File: src/rtl/cpualu_pkg.sv
`default_nettype none
// ----------------------------------------------------------------------------
// cpualu_pkg
// Shared types and constants for the integer ALU with condition codes.
// ----------------------------------------------------------------------------
package cpualu_pkg;

   // Operation codes carried in the kind field
   typedef enum logic [2:0] {
      OP_ADD  = 3'd0,
      OP_ADDX = 3'd1,
      OP_SUB  = 3'd2,
      OP_CMP  = 3'd3,
      OP_AND  = 3'd4,
      OP_OR   = 3'd5
   } alu_op_type;

   // Operand size codes; the spare code behaves as long
   typedef enum logic [1:0] {
      SZ_BYTE = 2'd0,
      SZ_WORD = 2'd1,
      SZ_LONG = 2'd2
   } op_size_type;

   localparam int unsigned DATA_W = 32;

   localparam logic [DATA_W-1:0] MASK_BYTE = 32'h0000_00ff;
   localparam logic [DATA_W-1:0] MASK_WORD = 32'h0000_ffff;
   localparam logic [DATA_W-1:0] MASK_LONG = 32'hffff_ffff;
   localparam logic [DATA_W-1:0] SIGN_BYTE = 32'h0000_0080;
   localparam logic [DATA_W-1:0] SIGN_WORD = 32'h0000_8000;
   localparam logic [DATA_W-1:0] SIGN_LONG = 32'h8000_0000;

   // Condition codes, same bit order as flags_out (x is bit 4, c is bit 0)
   typedef struct packed {
      logic x;
      logic n;
      logic z;
      logic v;
      logic c;
   } flags_type;

   // One operation as held in the input register
   typedef struct packed {
      logic [2:0]        kind;
      logic [1:0]        op_size;
      logic [DATA_W-1:0] src_operand;
      logic [DATA_W-1:0] dst_operand;
   } alu_req_type;

   // What the execute logic hands back for one operation
   typedef struct packed {
      logic [DATA_W-1:0] result_value;
      logic              write_back;
      flags_type         flags;
   } alu_rsp_type;

endpackage : cpualu_pkg
`default_nettype wire

File: src/rtl/cpu_alu_with_condition_codes.sv
`default_nettype none
// ----------------------------------------------------------------------------
// cpu_alu_with_condition_codes
// Integer ALU (add, addx, sub, cmp, and, or) with X N Z V C condition codes.
// ----------------------------------------------------------------------------
// One operation per item at byte, word or long size; sub and cmp form
// dst - src, and only the low size bits of the result come from the ALU,
// the rest are copied from dst. The block accepts one item every cycle
// while the output is not stalled; each result passes through the input
// register and then the result register. The rate is set by the flag
// loop: each item reads the condition codes left by the one before it,
// and that loop closes through the flag register as the item moves from
// the input register to the result register. Flags reset to all clear.
// Spare kind codes act as a no-op
// (dst is passed through, no write-back, flags unchanged); the spare size
// code acts as long. Back-pressure on rsp_tready propagates to req_tready
// only when both registers are full.
// ----------------------------------------------------------------------------
module cpu_alu_with_condition_codes (
   input  wire         clock,
   input  wire         reset,

   input  wire         req_tvalid,
   output logic        req_tready,
   input  wire  [63:0] req_tdata,   // [31:0] src_operand, [63:32] dst_operand
   input  wire  [4:0]  req_tuser,   // [2:0] kind, [4:3] op_size

   output logic        rsp_tvalid,
   input  wire         rsp_tready,
   output logic [39:0] rsp_tdata,   // [31:0] result_value, [36:32] flags_out,
                                    // [39:37] zero
   output logic        rsp_tuser    // [0] write_back
);

   // input register
   logic                    s1_valid_ff, s1_valid_in;
   cpualu_pkg::alu_req_type s1_req_ff,   s1_req_in;

   // result register
   logic                    s2_valid_ff, s2_valid_in;
   cpualu_pkg::alu_rsp_type s2_rsp_ff,   s2_rsp_in;

   // architectural condition codes
   cpualu_pkg::flags_type   flags_ff,    flags_in;

   cpualu_pkg::alu_rsp_type exec_rsp;

   logic s2_free;
   logic s1_move;
   logic req_fire;

   // handshake: result register frees when empty or being taken
   assign s2_free    = !s2_valid_ff || rsp_tready;
   assign s1_move    = s1_valid_ff && s2_free;
   assign req_tready = !s1_valid_ff || s1_move;
   assign req_fire   = req_tvalid && req_tready;

   cpualu_exec u_exec (
      .req       (s1_req_ff),
      .flags_cur (flags_ff),
      .rsp       (exec_rsp)
   );

   always_comb begin
      s1_valid_in = s1_valid_ff;
      s1_req_in   = s1_req_ff;
      if (req_fire) begin
         s1_valid_in           = 1'b1;
         s1_req_in.kind        = req_tuser[2:0];
         s1_req_in.op_size     = req_tuser[4:3];
         s1_req_in.src_operand = req_tdata[31:0];
         s1_req_in.dst_operand = req_tdata[63:32];
      end else if (s1_move) begin
         s1_valid_in = 1'b0;
      end

      s2_valid_in = s2_valid_ff;
      s2_rsp_in   = s2_rsp_ff;
      flags_in    = flags_ff;
      if (s1_move) begin
         s2_valid_in = 1'b1;
         s2_rsp_in   = exec_rsp;
         flags_in    = exec_rsp.flags;   // commit flags as the item leaves stage 1
      end else if (rsp_tready) begin
         s2_valid_in = 1'b0;
      end
   end

   always_ff @(posedge clock) begin
      if (reset) begin
         s1_valid_ff <= 1'b0;
         s2_valid_ff <= 1'b0;
         flags_ff    <= '0;
      end else begin
         s1_valid_ff <= s1_valid_in;
         s2_valid_ff <= s2_valid_in;
         flags_ff    <= flags_in;
      end
   end

   always_ff @(posedge clock) begin
      s1_req_ff <= s1_req_in;
      s2_rsp_ff <= s2_rsp_in;
   end

   assign rsp_tvalid = s2_valid_ff;
   assign rsp_tdata  = {3'b000, s2_rsp_ff.flags, s2_rsp_ff.result_value};
   assign rsp_tuser  = s2_rsp_ff.write_back;

   // ---------------------------------------------------------------------
   // assertions
   // ---------------------------------------------------------------------

   // flags only move when an item commits from the input register
   a_flags_hold: assert property (@(posedge clock) disable iff (reset)
      !s1_move |=> $stable(flags_ff))
      else $error("condition codes changed without an item committing");

   // the item on the output always carries the current condition codes
   a_flags_match: assert property (@(posedge clock) disable iff (reset)
      s2_valid_ff |-> (s2_rsp_ff.flags == flags_ff))
      else $error("reported flags differ from flag register");

   // a stalled result register must block the input register
   a_no_overrun: assert property (@(posedge clock) disable iff (reset)
      (s2_valid_ff && !rsp_tready) |-> !s1_move)
      else $error("input register advanced into a stalled result register");

   // empty input register always takes a new item
   a_ready_empty: assert property (@(posedge clock) disable iff (reset)
      !s1_valid_ff |-> req_tready)
      else $error("ready low with empty input register");

endmodule : cpu_alu_with_condition_codes
`default_nettype wire

File: src/rtl/cpualu_exec.sv
`default_nettype none
// ----------------------------------------------------------------------------
// cpualu_exec
// Combinational execute logic: sized add/addx/sub/cmp/and/or and flag update.
// ----------------------------------------------------------------------------
module cpualu_exec (
   input  cpualu_pkg::alu_req_type req,
   input  cpualu_pkg::flags_type   flags_cur,
   output cpualu_pkg::alu_rsp_type rsp
);

   logic [cpualu_pkg::DATA_W-1:0] mask;
   logic [cpualu_pkg::DATA_W-1:0] sign;
   logic [cpualu_pkg::DATA_W-1:0] s_val;
   logic [cpualu_pkg::DATA_W-1:0] d_val;
   logic [cpualu_pkg::DATA_W-1:0] res;
   logic [cpualu_pkg::DATA_W:0]   wide;
   logic                          carry;
   logic                          sa;
   logic                          sd;
   logic                          sr;
   logic                          zero;
   cpualu_pkg::flags_type         f;

   always_comb begin
      unique case (cpualu_pkg::op_size_type'(req.op_size))
         cpualu_pkg::SZ_BYTE: begin
            mask = cpualu_pkg::MASK_BYTE;
            sign = cpualu_pkg::SIGN_BYTE;
         end
         cpualu_pkg::SZ_WORD: begin
            mask = cpualu_pkg::MASK_WORD;
            sign = cpualu_pkg::SIGN_WORD;
         end
         default: begin
            mask = cpualu_pkg::MASK_LONG;
            sign = cpualu_pkg::SIGN_LONG;
         end
      endcase

      s_val = req.src_operand & mask;
      d_val = req.dst_operand & mask;

      unique case (cpualu_pkg::alu_op_type'(req.kind))
         cpualu_pkg::OP_ADD:  wide = {1'b0, d_val} + {1'b0, s_val};
         cpualu_pkg::OP_ADDX: wide = {1'b0, d_val} + {1'b0, s_val}
                                     + {{cpualu_pkg::DATA_W{1'b0}}, flags_cur.x};
         cpualu_pkg::OP_SUB,
         cpualu_pkg::OP_CMP:  wide = {1'b0, d_val} - {1'b0, s_val};
         cpualu_pkg::OP_AND:  wide = {1'b0, d_val & s_val};
         default:             wide = {1'b0, d_val | s_val};
      endcase

      // anything above the size msb is the carry or borrow
      carry = |(wide & ~{1'b0, mask});
      res   = wide[cpualu_pkg::DATA_W-1:0] & mask;
      sa    = |(s_val & sign);
      sd    = |(d_val & sign);
      sr    = |(res & sign);
      zero  = (res == '0);

      f           = flags_cur;
      rsp.write_back = 1'b1;
      unique case (cpualu_pkg::alu_op_type'(req.kind))
         cpualu_pkg::OP_ADD: begin
            f.x = carry;
            f.n = sr;
            f.z = zero;
            f.v = (sa == sd) && (sr != sd);
            f.c = carry;
         end
         cpualu_pkg::OP_ADDX: begin
            f.x = carry;
            f.n = sr;
            f.z = flags_cur.z && zero;   // sticky across a multi-precision chain
            f.v = (sa == sd) && (sr != sd);
            f.c = carry;
         end
         cpualu_pkg::OP_SUB: begin
            f.x = carry;
            f.n = sr;
            f.z = zero;
            f.v = (sd != sa) && (sr != sd);
            f.c = carry;
         end
         cpualu_pkg::OP_CMP: begin
            f.n = sr;
            f.z = zero;
            f.v = (sd != sa) && (sr != sd);
            f.c = carry;
            rsp.write_back = 1'b0;
         end
         cpualu_pkg::OP_AND,
         cpualu_pkg::OP_OR: begin
            f.n = sr;
            f.z = zero;
            f.v = 1'b0;
            f.c = 1'b0;
         end
         default: begin
            rsp.write_back = 1'b0;       // spare kind: no-op
         end
      endcase

      if (req.kind > 3'(cpualu_pkg::OP_OR)) begin
         rsp.result_value = req.dst_operand;
      end else begin
         rsp.result_value = (req.dst_operand & ~mask) | res;
      end
      rsp.flags = f;
   end

endmodule : cpualu_exec
`default_nettype wire

File: config.mk
export PLATFORM = sky130hd
export DESIGN_NAME = cpu_alu_with_condition_codes
export DESIGN_NICKNAME = d
export VERILOG_FILES = /design/src/rtl/cpualu_pkg.sv /design/src/rtl/cpu_alu_with_condition_codes.sv /design/src/rtl/cpualu_exec.sv
export SDC_FILE = /design/constraint.sdc
export NUM_CORES = 1
export LEC_CHECK = 0
export BUFFER_PORTS_ARGS = -buffer_cell sky130_fd_sc_hd__buf_4
export CELL_PAD_IN_SITES_DETAIL_PLACEMENT = 0
export CELL_PAD_IN_SITES_GLOBAL_PLACEMENT = 1
export CORE_MARGIN = 1
export CORE_UTILIZATION = 35
export DETAILED_ROUTE_END_ITERATION = 10
export GPL_TIMING_DRIVEN = 0
export PLACE_DENSITY = 0.66
export SYNTH_ARGS = -nofsm -noshare
export SYNTH_HDL_FRONTEND = slang
export SYNTH_SLANG_ARGS = --single-unit
export TNS_END_PERCENT = 20
File: constraint.sdc
create_clock -name clock -period 11.2 [get_ports clock]
set_input_delay 1.68 -clock clock [delete_from_list [all_inputs] [get_ports clock]]
set_output_delay 1.68 -clock clock [all_outputs]
set_load 0.01 [all_outputs]
==> key figures, run 1 <==
Yosys
  – Post-synth cell types: between 90 and 100
  – Synthesized instance count: around 1400
  – Register area share after synthesis: 30.2%
  – Synthesized cell area: approximately 11000 µm²
  – Synth area leader: edfxtp_1
  – Top post-synthesis cells by area: edfxtp_1 29%, ha_1 9.2%, nand2_1 5.4%, o21ai_0 4.7%, nor2_1 4.1%
  – Post-synth top flop: edfxtp_1
  – Yosys top cell area share: between 20% and 30%
  – Count leader, synth: nand2_1
  – Async set-reset flop share out of synthesis: 0%
  – Register bit total from synthesis: 114
  – Synth warn: 0
  – Syn avg cell area: ~8.2 µm²
  – Post-synth top cells: 161 x nand2_1, 120 x nor2_1, 107 x edfxtp_1, 105 x o21ai_0, 88 x a21oi_1
  – EDFF count, synth: roughly 110

STA
  – RSZ-0062 raised after global routing: false
  – Setup Skew: roughly 0.011 ns
  – Final setup viols: 0
  – Max-Slew Margin vs Limit: under 10%
  – Max Slew Vio Count: 0
  – Final Hold Fails: 0
  – Worst Tran Pin Value: approximately 1.4 ns
  – Setup TNS: 0 ns
  – Min cycle time layout: about 7.7 ns
  – Max Fclk: between 0.1 and 0.15 GHz
  – Final period utilization: around two thirds

CTS
  – Resize count post-CTS: 0
  – CTS root buf: clkbuf_16
  – Hold Buf Count CTS: 0
  – Clock buffer depth: 2
  – Number of CTS-inserted buffers: 17
  – Post-CTS Setup Bufs: 0
  – Sink Count: between 100 and 150
  – Reg clk slew, reported paths: approximately 0.05 ns
  – Worst skew pair latency: 0.46 ns
  – TritonCTS clock tree: done
  – H-tree depth: 4

Floorplanning
  – Starting Density: a little over a third
  – Core area: 30900 µm²
  – I/O pins: roughly 120
  – Die height: 180 µm
  – Die W: between 150 and 200 µm
  – Row count: 64
  – DIE AREA: 32400 µm²

Routing
  – Pre-Repair DR Iteration Count: 6
  – Vias per inst: 5.84
  – Initial DRC count: 990
  – Vias: 11100
  – DRC: 0
  – Post-route ant nets: 0
  – Wire per inst: 22.8 µm
  – Total wire length: 43300 µm

Placed design
  – I/O Buffers: about 110
  – Hpwl dp: approximately 34000 µm
  – Placed cell count: 1867
  – Final GP Congestion: about 0.91

Setup path
  – Worst setup SP type: flop
  – Worst EP arrival: ~8 ns
  – Required @ worst endpoint: approximately 11 ns
  – CP max stage delay: 1.15 ns
  – Critical path buffer and inverter count: 5
  – Worst-path fanout max: 10
  – Cells along the critical path: buf_2, buf_2, buf_1, buf_1, nand2_1, ha_1, clkbuf_1, nand4_1, a2111oi_0, nor3_2, xnor2_1, nor4_4, nand3_2, or3_1, a311o_1, or4_4, or2_2, o21ai_0
  – Slowest CP cell: a2111oi_0
  – Crit-path leading delay family: simple AND/OR/NAND/NOR gates
  – Worst setup path category: reg -> reg
  – Crit end category: flop

Global routing
  – Initial antenna violation count: 0
  – Largest net degree at the start of global routing: ~40
  – Total GRT Usage: a little over a quarter
  – GRT overflow: 0
  – Vias in the first global route: 10300
  – First-pass GRT wire length: 64800 µm

Finish
  – Synth-to-Final Area Change: 17.6%
  – Share of layout cells above drive strength 1: approximately 13%
  – Non-filler cells, final: 1900
  – Final nets: approximately 1600

Run
  – Max-cap viol count: 0

Power
  – Leak: between 5 and 6 nW
  – Maximum vdd drop: 0.122 mV
  – Pwr/cell area: approximately 120 nW/µm²

Outcome
  – Status: completed

Min path
  – Min-delay worst type: reg -> reg
-- through the flow --
stage	setup slack, ns	hold WS (ns)	util [%]	power, mW	area (µm²)
2_1_floorplan	5.65	0.437	-	0.870	11100
3_3_place_gp	3.77	0.442	40.2	1.05	12400
3_5_place_dp	3.77	0.451	40.4	1.05	12500
4_1_cts	3.72	0.458	42.2	1.60	13100
5_1_grt	3.29	0.490	42.2	1.67	13100
6_report	3.54	0.457	42.3	1.59	13100
-- flip-flops by register name, summed over array words and instances, names as in the netlist --
name	count
rsp_tdata	37
rsp_tvalid	1
s1_req_ff	69
s1_valid_ff	1
flags_ff	5
rsp_tuser	1
-- logic make-up (layout without fill, tap and decap cells) --
| logic type | Yosys count | after routing | share of synthesized area, % |
|---|---|---|---|
| other | 1 | 4 | 0.0338 |
| buffers and inverters | 161 | 306 | 5.79 |
| and+or+nand+nor | 501 | 501 | 22.6 |
| xor gates and xnor gates | 52 | 52 | 4.10 |
| AOI/OAI and AO/OA | 427 | 427 | 26.1 |
| muxes | 16 | 16 | 1.51 |
| DFF | 114 | 114 | 30.2 |
| adders and majority gates | 84 | 84 | 9.60 |
-- cell usage in the layout (no fill, tap or decap), types with 15 or more instances in the layout --
cell and instances:
a21o_1 17, a21oi_1 88, a31oi_1 15, and2_1 15
and3_1 17, buf_4 114, clkbuf_1 62, clkbuf_16 17
edfxtp_1 107, ha_1 82, inv_1 77, nand2_1 161
nand3_1 28, nor2_1 120, nor3_1 37, o211ai_1 22
o21ai_0 105, xnor2_1 43
-- worst min-delay path: stages (launching register included) --
cell	delay [ns]
dfxtp_1	0.31
nand2_1	0.05
a21oi_1	0.05
-- layer usage --
layer / up-vias / share of wire (%) / global-route usage [%]
met2: 420 / 44 / 41.4
met1: 5347 / 47 / 37.7
li1: 5287 / - / -
met5: - / 0 / 0
met4: 0 / 2.0 / 8.17
met3: 48 / 7.0 / 4.63
-- area by class of cell --
type	instances	area [µm²]
Buffer	81	343
Timing Repair Buffer	113	873
Inverter	80	300
Clock inverter	10	110
Multi-Input combinational cell	1083	7120
Clock buffer	22	464
Antenna cell	1	2.50
Tap cell	396	495
Sequential cell	114	3350
Fill cell	3204	17800
-- worst paths after layout --
| path | start | to | slack (ns) | depth (start not counted) |
|---|---|---|---|---|
| max | s1_req_ff[65] | rsp_tdata[34] | 3.54 | 18 |
| min | flags_ff[3] | flags_ff[3] | 0.46 | 2 |
| max reg2reg | s1_req_ff[65] | rsp_tdata[34] | 3.54 | 18 |
| min reg2reg | flags_ff[3] | flags_ff[3] | 0.46 | 2 |
-- power by group --
| part | internal [mW] | switching [mW] |
|---|---|---|
| combinational | 0.192 | 0.347 |
| sequential | 0.499 | 0.0153 |
| clock | 0.336 | 0.206 |
Power figures use the tool's default switching activity.
==> inputs of run 2 (changes only) <==
- ABC_AREA: unset -> 1
- PLACE_DENSITY: 0.66 -> 0.69
- clock period: 11.2 -> 7.6 ns (I/O delays scaled with it)
==> run 2 against run 1 <==
First-iteration DRC count is 29% higher. Sequential power up 48%. Clock skew hardly changed. Setup slack got worse by 1.2 ns. Register-to-register slack worse by 1.2 ns. Critical path depth grew 11. Count of clock-buffer cells in the layout down 5. Fmax increased by 45%.
==> key figures, run 2 <==
Outcome
  – Status: completed

STA
  – Max-Slew Margin vs Limit: 35.7% (+29 points)
  – Final setup viols: 0 (unchanged)
  – Final worst-path setup slack: 2.32 ns (-1.21 ns)
  – Max Slew Vio Count: 0 (unchanged)
  – Min cycle time layout: 5.28 ns (-2.39 ns)
  – Worst Tran Pin Value: 0.964 ns (-0.417 ns)
  – Final Hold Fails: 0 (unchanged)
  – Final period utilization: 69.4% (+1.0 points)
  – RSZ-0062 raised after global routing: false
  – Setup Skew: 0.0106 ns (-0.000424 ns)
  – Max Fclk: 0.189 GHz (+45%)
  – Setup TNS: 0 ns (unchanged)

Min path
  – HP Start: rsp_tvalid
  – Min-delay worst type: reg -> reg

CTS
  – Sink Count: 114 (unchanged)
  – Number of CTS-inserted buffers: 17 (unchanged)
  – Worst skew pair latency: 0.44 ns (-0.02 ns)
  – Clock buffer depth: 2 (unchanged)
  – Resize count post-CTS: 0 (unchanged)
  – TritonCTS clock tree: done
  – H-tree depth: 4 (unchanged)
  – Hold Buf Count CTS: 0 (unchanged)
  – CTS root buf: clkbuf_16
  – Post-CTS Setup Bufs: 0 (unchanged)
  – Reg clk slew, reported paths: 0.06 ns (about the same)

Global routing
  – Largest net degree at the start of global routing: 70 (+71%)
  – Initial antenna violation count: 1 (+1)
  – GRT overflow: 0 (unchanged)
  – First-pass GRT wire length: 71200 µm (+9.9%)
  – Vias in the first global route: 11800 (+14%)
  – Total GRT Usage: 28.6% (+1.9 points)

Yosys
  – Synth area leader: edfxtp_1
  – EDFF count, synth: 107 (unchanged)
  – Register area share after synthesis: 28.4% (-1.8 points)
  – Register bit total from synthesis: 114 (unchanged)
  – Yosys top cell area share: 27.2% (-1.7 points)
  – Synthesized cell area: 11800 µm² (+6.4%)
  – Post-synth cell types: 54 (-45%)
  – Synth warn: 0 (unchanged)
  – Post-synth top cells: 534 x nand2_1, 258 x inv_1, 215 x nor2_1, 162 x nand3_1, 124 x a21oi_1
  – Synthesized instance count: 1852 (+37%)
  – Top post-synthesis cells by area: edfxtp_1 27%, nand2_1 17%, ha_1 8.7%, inv_1 8.2%, nand3_1 6.9%
  – Syn avg cell area: 6.38 µm² (-22%)
  – Count leader, synth: nand2_1
  – Async set-reset flop share out of synthesis: 0% (unchanged)
  – Post-synth top flop: edfxtp_1

Placed design
  – DP Worst Slack: 2.34 ns (-1.43 ns)
  – I/O Buffers: 112 (+0.90%)
  – Hpwl dp: 40500 µm (+20%)
  – Final GP Congestion: 1.01 (+11%)

Routing
  – Pre-Repair DR Iteration Count: 5 (-1)
  – DRC: 0 (unchanged)
  – Total wire length: 48600 µm (+12%)
  – Vias per inst: 5.24 (-10%)
  – Vias: 12800 (+15%)
  – Post-route ant nets: 0 (unchanged)
  – Wire per inst: 19.9 µm (-13%)
  – Initial DRC count: 1275 (+29%)

Finish
  – Layout Utilization: 41.9% (-0.38 points)
  – Most flop-heavy register: s1_req_ff
  – Synth-to-Final Area Change: 16.5%
  – Commonest non-fill, non-tap cell in the layout: nand2_1
  – # diodes: 0 (-1)
  – Max FFs per register: 69 (unchanged)
  – Final nets: 2142 (+30%)
  – Share of layout cells above drive strength 1: 12.5% (-0.93 points)
  – Commonest cells after routing, fill and taps aside: 534 x nand2_1, 257 x inv_1, 215 x nor2_1

Setup path
  – Worst setup path category: reg -> reg
  – Worst flop-to-flop path startpoint: s1_req_ff[65]
  – Crit path launch: s1_req_ff[65]
  – Worst-path fanout max: 10 (unchanged)
  – CP max stage delay: 0.50 ns (-0.65 ns)
  – Cell mode on critical path: nand2_1
  – Slowest CP cell: edfxtp_1
  – Worst setup SP type: flop
  – Required @ worst endpoint: 7.80 ns (-3.66 ns)
  – Worst EP arrival: 5.47 ns (-2.45 ns)
  – Crit end category: flop

Power
  – Seq pwr share: 32.5% (+0.3 points)
  – Net Switching: 0.917 mW (+61%)
  – Maximum vdd drop: 0.181 mV (+48%)
  – Internal power: 1.42 mW (+39%)
  – Pwr/cell area: 170 nW/µm² (+39%)
  – Switching Share: 39.2% (+3.5 points)
  – Leak: 6.74 nW (+26%)
  – Logic pwr share: 35.5% (+1.7 points)
  – Clock share of power: 32.1% (-1.9 points)

Floorplanning
  – DIE AREA: 34500 µm² (+6.3%)
  – Die height: 186 µm (+3.1%)
  – I/O pins: 116 (unchanged)
  – Die W: 186 µm (+3.1%)
  – Starting Density: 35.9% (about the same)
  – Row count: 66 (+3.1%)
  – Core area: 32900 µm² (+6.3%)

Run
  – Max-cap viol count: 0 (unchanged)
-- run 2: path summary, 6_finish.rpt --
kind / end / slack (ns) / depth (start not counted)
worst min register to register: rsp_tvalid / 0.52 / 2
worst min-delay path: rsp_tvalid / 0.52 / 2
worst max register to register: rsp_tdata[36] / 2.32 / 29
worst max-delay path: rsp_tdata[36] / 2.32 / 29
-- run 2: stage by stage --
step,instance area [µm²],power [mW],instances,hold WS (ns)
final,13800,2.34,2440,0.518
after global routing,13800,2.48,2440,0.560
after CTS,13800,2.34,2440,0.518
after detailed placement,13200,1.58,2408,0.510
after global placement,13200,1.58,2408,0.491
after floorplan,11800,1.30,1854,0.499
-- run 2: worst max-delay path: cells and delay by family, from the launching register on --
family                   cells  cell delay [ns]
AO/OA/AOI/OAI                1             0.30
adder cells (fa/ha/maj)      1             0.44
buffers and inverters        6             1.15
flip-flops                   1             0.50
AND/OR/NAND/NOR             21             2.63
-- run 2: cells by family (layout without fill, tap and decap cells) --
family	Yosys count	count (layout)	synth area share, %
adder cells (fa/ha/maj)	84	84	9.02
other	1	3	0.0317
XOR/XNOR	3	3	0.222
AO/OA/AOI/OAI	275	275	12.7
AND/OR/NAND/NOR	1055	1055	39.0
buffers and inverters	320	464	10.6
flip-flops	114	114	28.4
-- run 2: metal layers --
layer	share of wire, %	GRT usage [%]	wire, µm	vias to the layer above
li1	-	-	-	6317
met1	49	42.1	23800	5994
met2	42	42.6	20400	441
met3	7.2	4.85	3480	40
met4	1.9	7.80	900	0
met5	0	0	0	-
-- run 2: area by class of cell --
type / count / area [µm²]
buffer: 49 / 238
clock buffer: 17 / 425
clock inverter: 15 / 118
fill: 3647 / 19100
inverter: 271 / 1020
multi-input combinational: 1420 / 7210
sequential: 114 / 3350
tap: 442 / 553
timing repair buffer: 112 / 841
-- run 2: power groups by stage --
stage	combinational, mW	sequential (mW)	clock, mW
2_1_floorplan	0.529	0.771	0
3_3_place_gp	0.809	0.774	0
3_5_place_dp	0.812	0.772	0
4_1_cts	0.816	0.760	0.762
5_1_grt	0.919	0.764	0.793
6_report	0.830	0.761	0.751
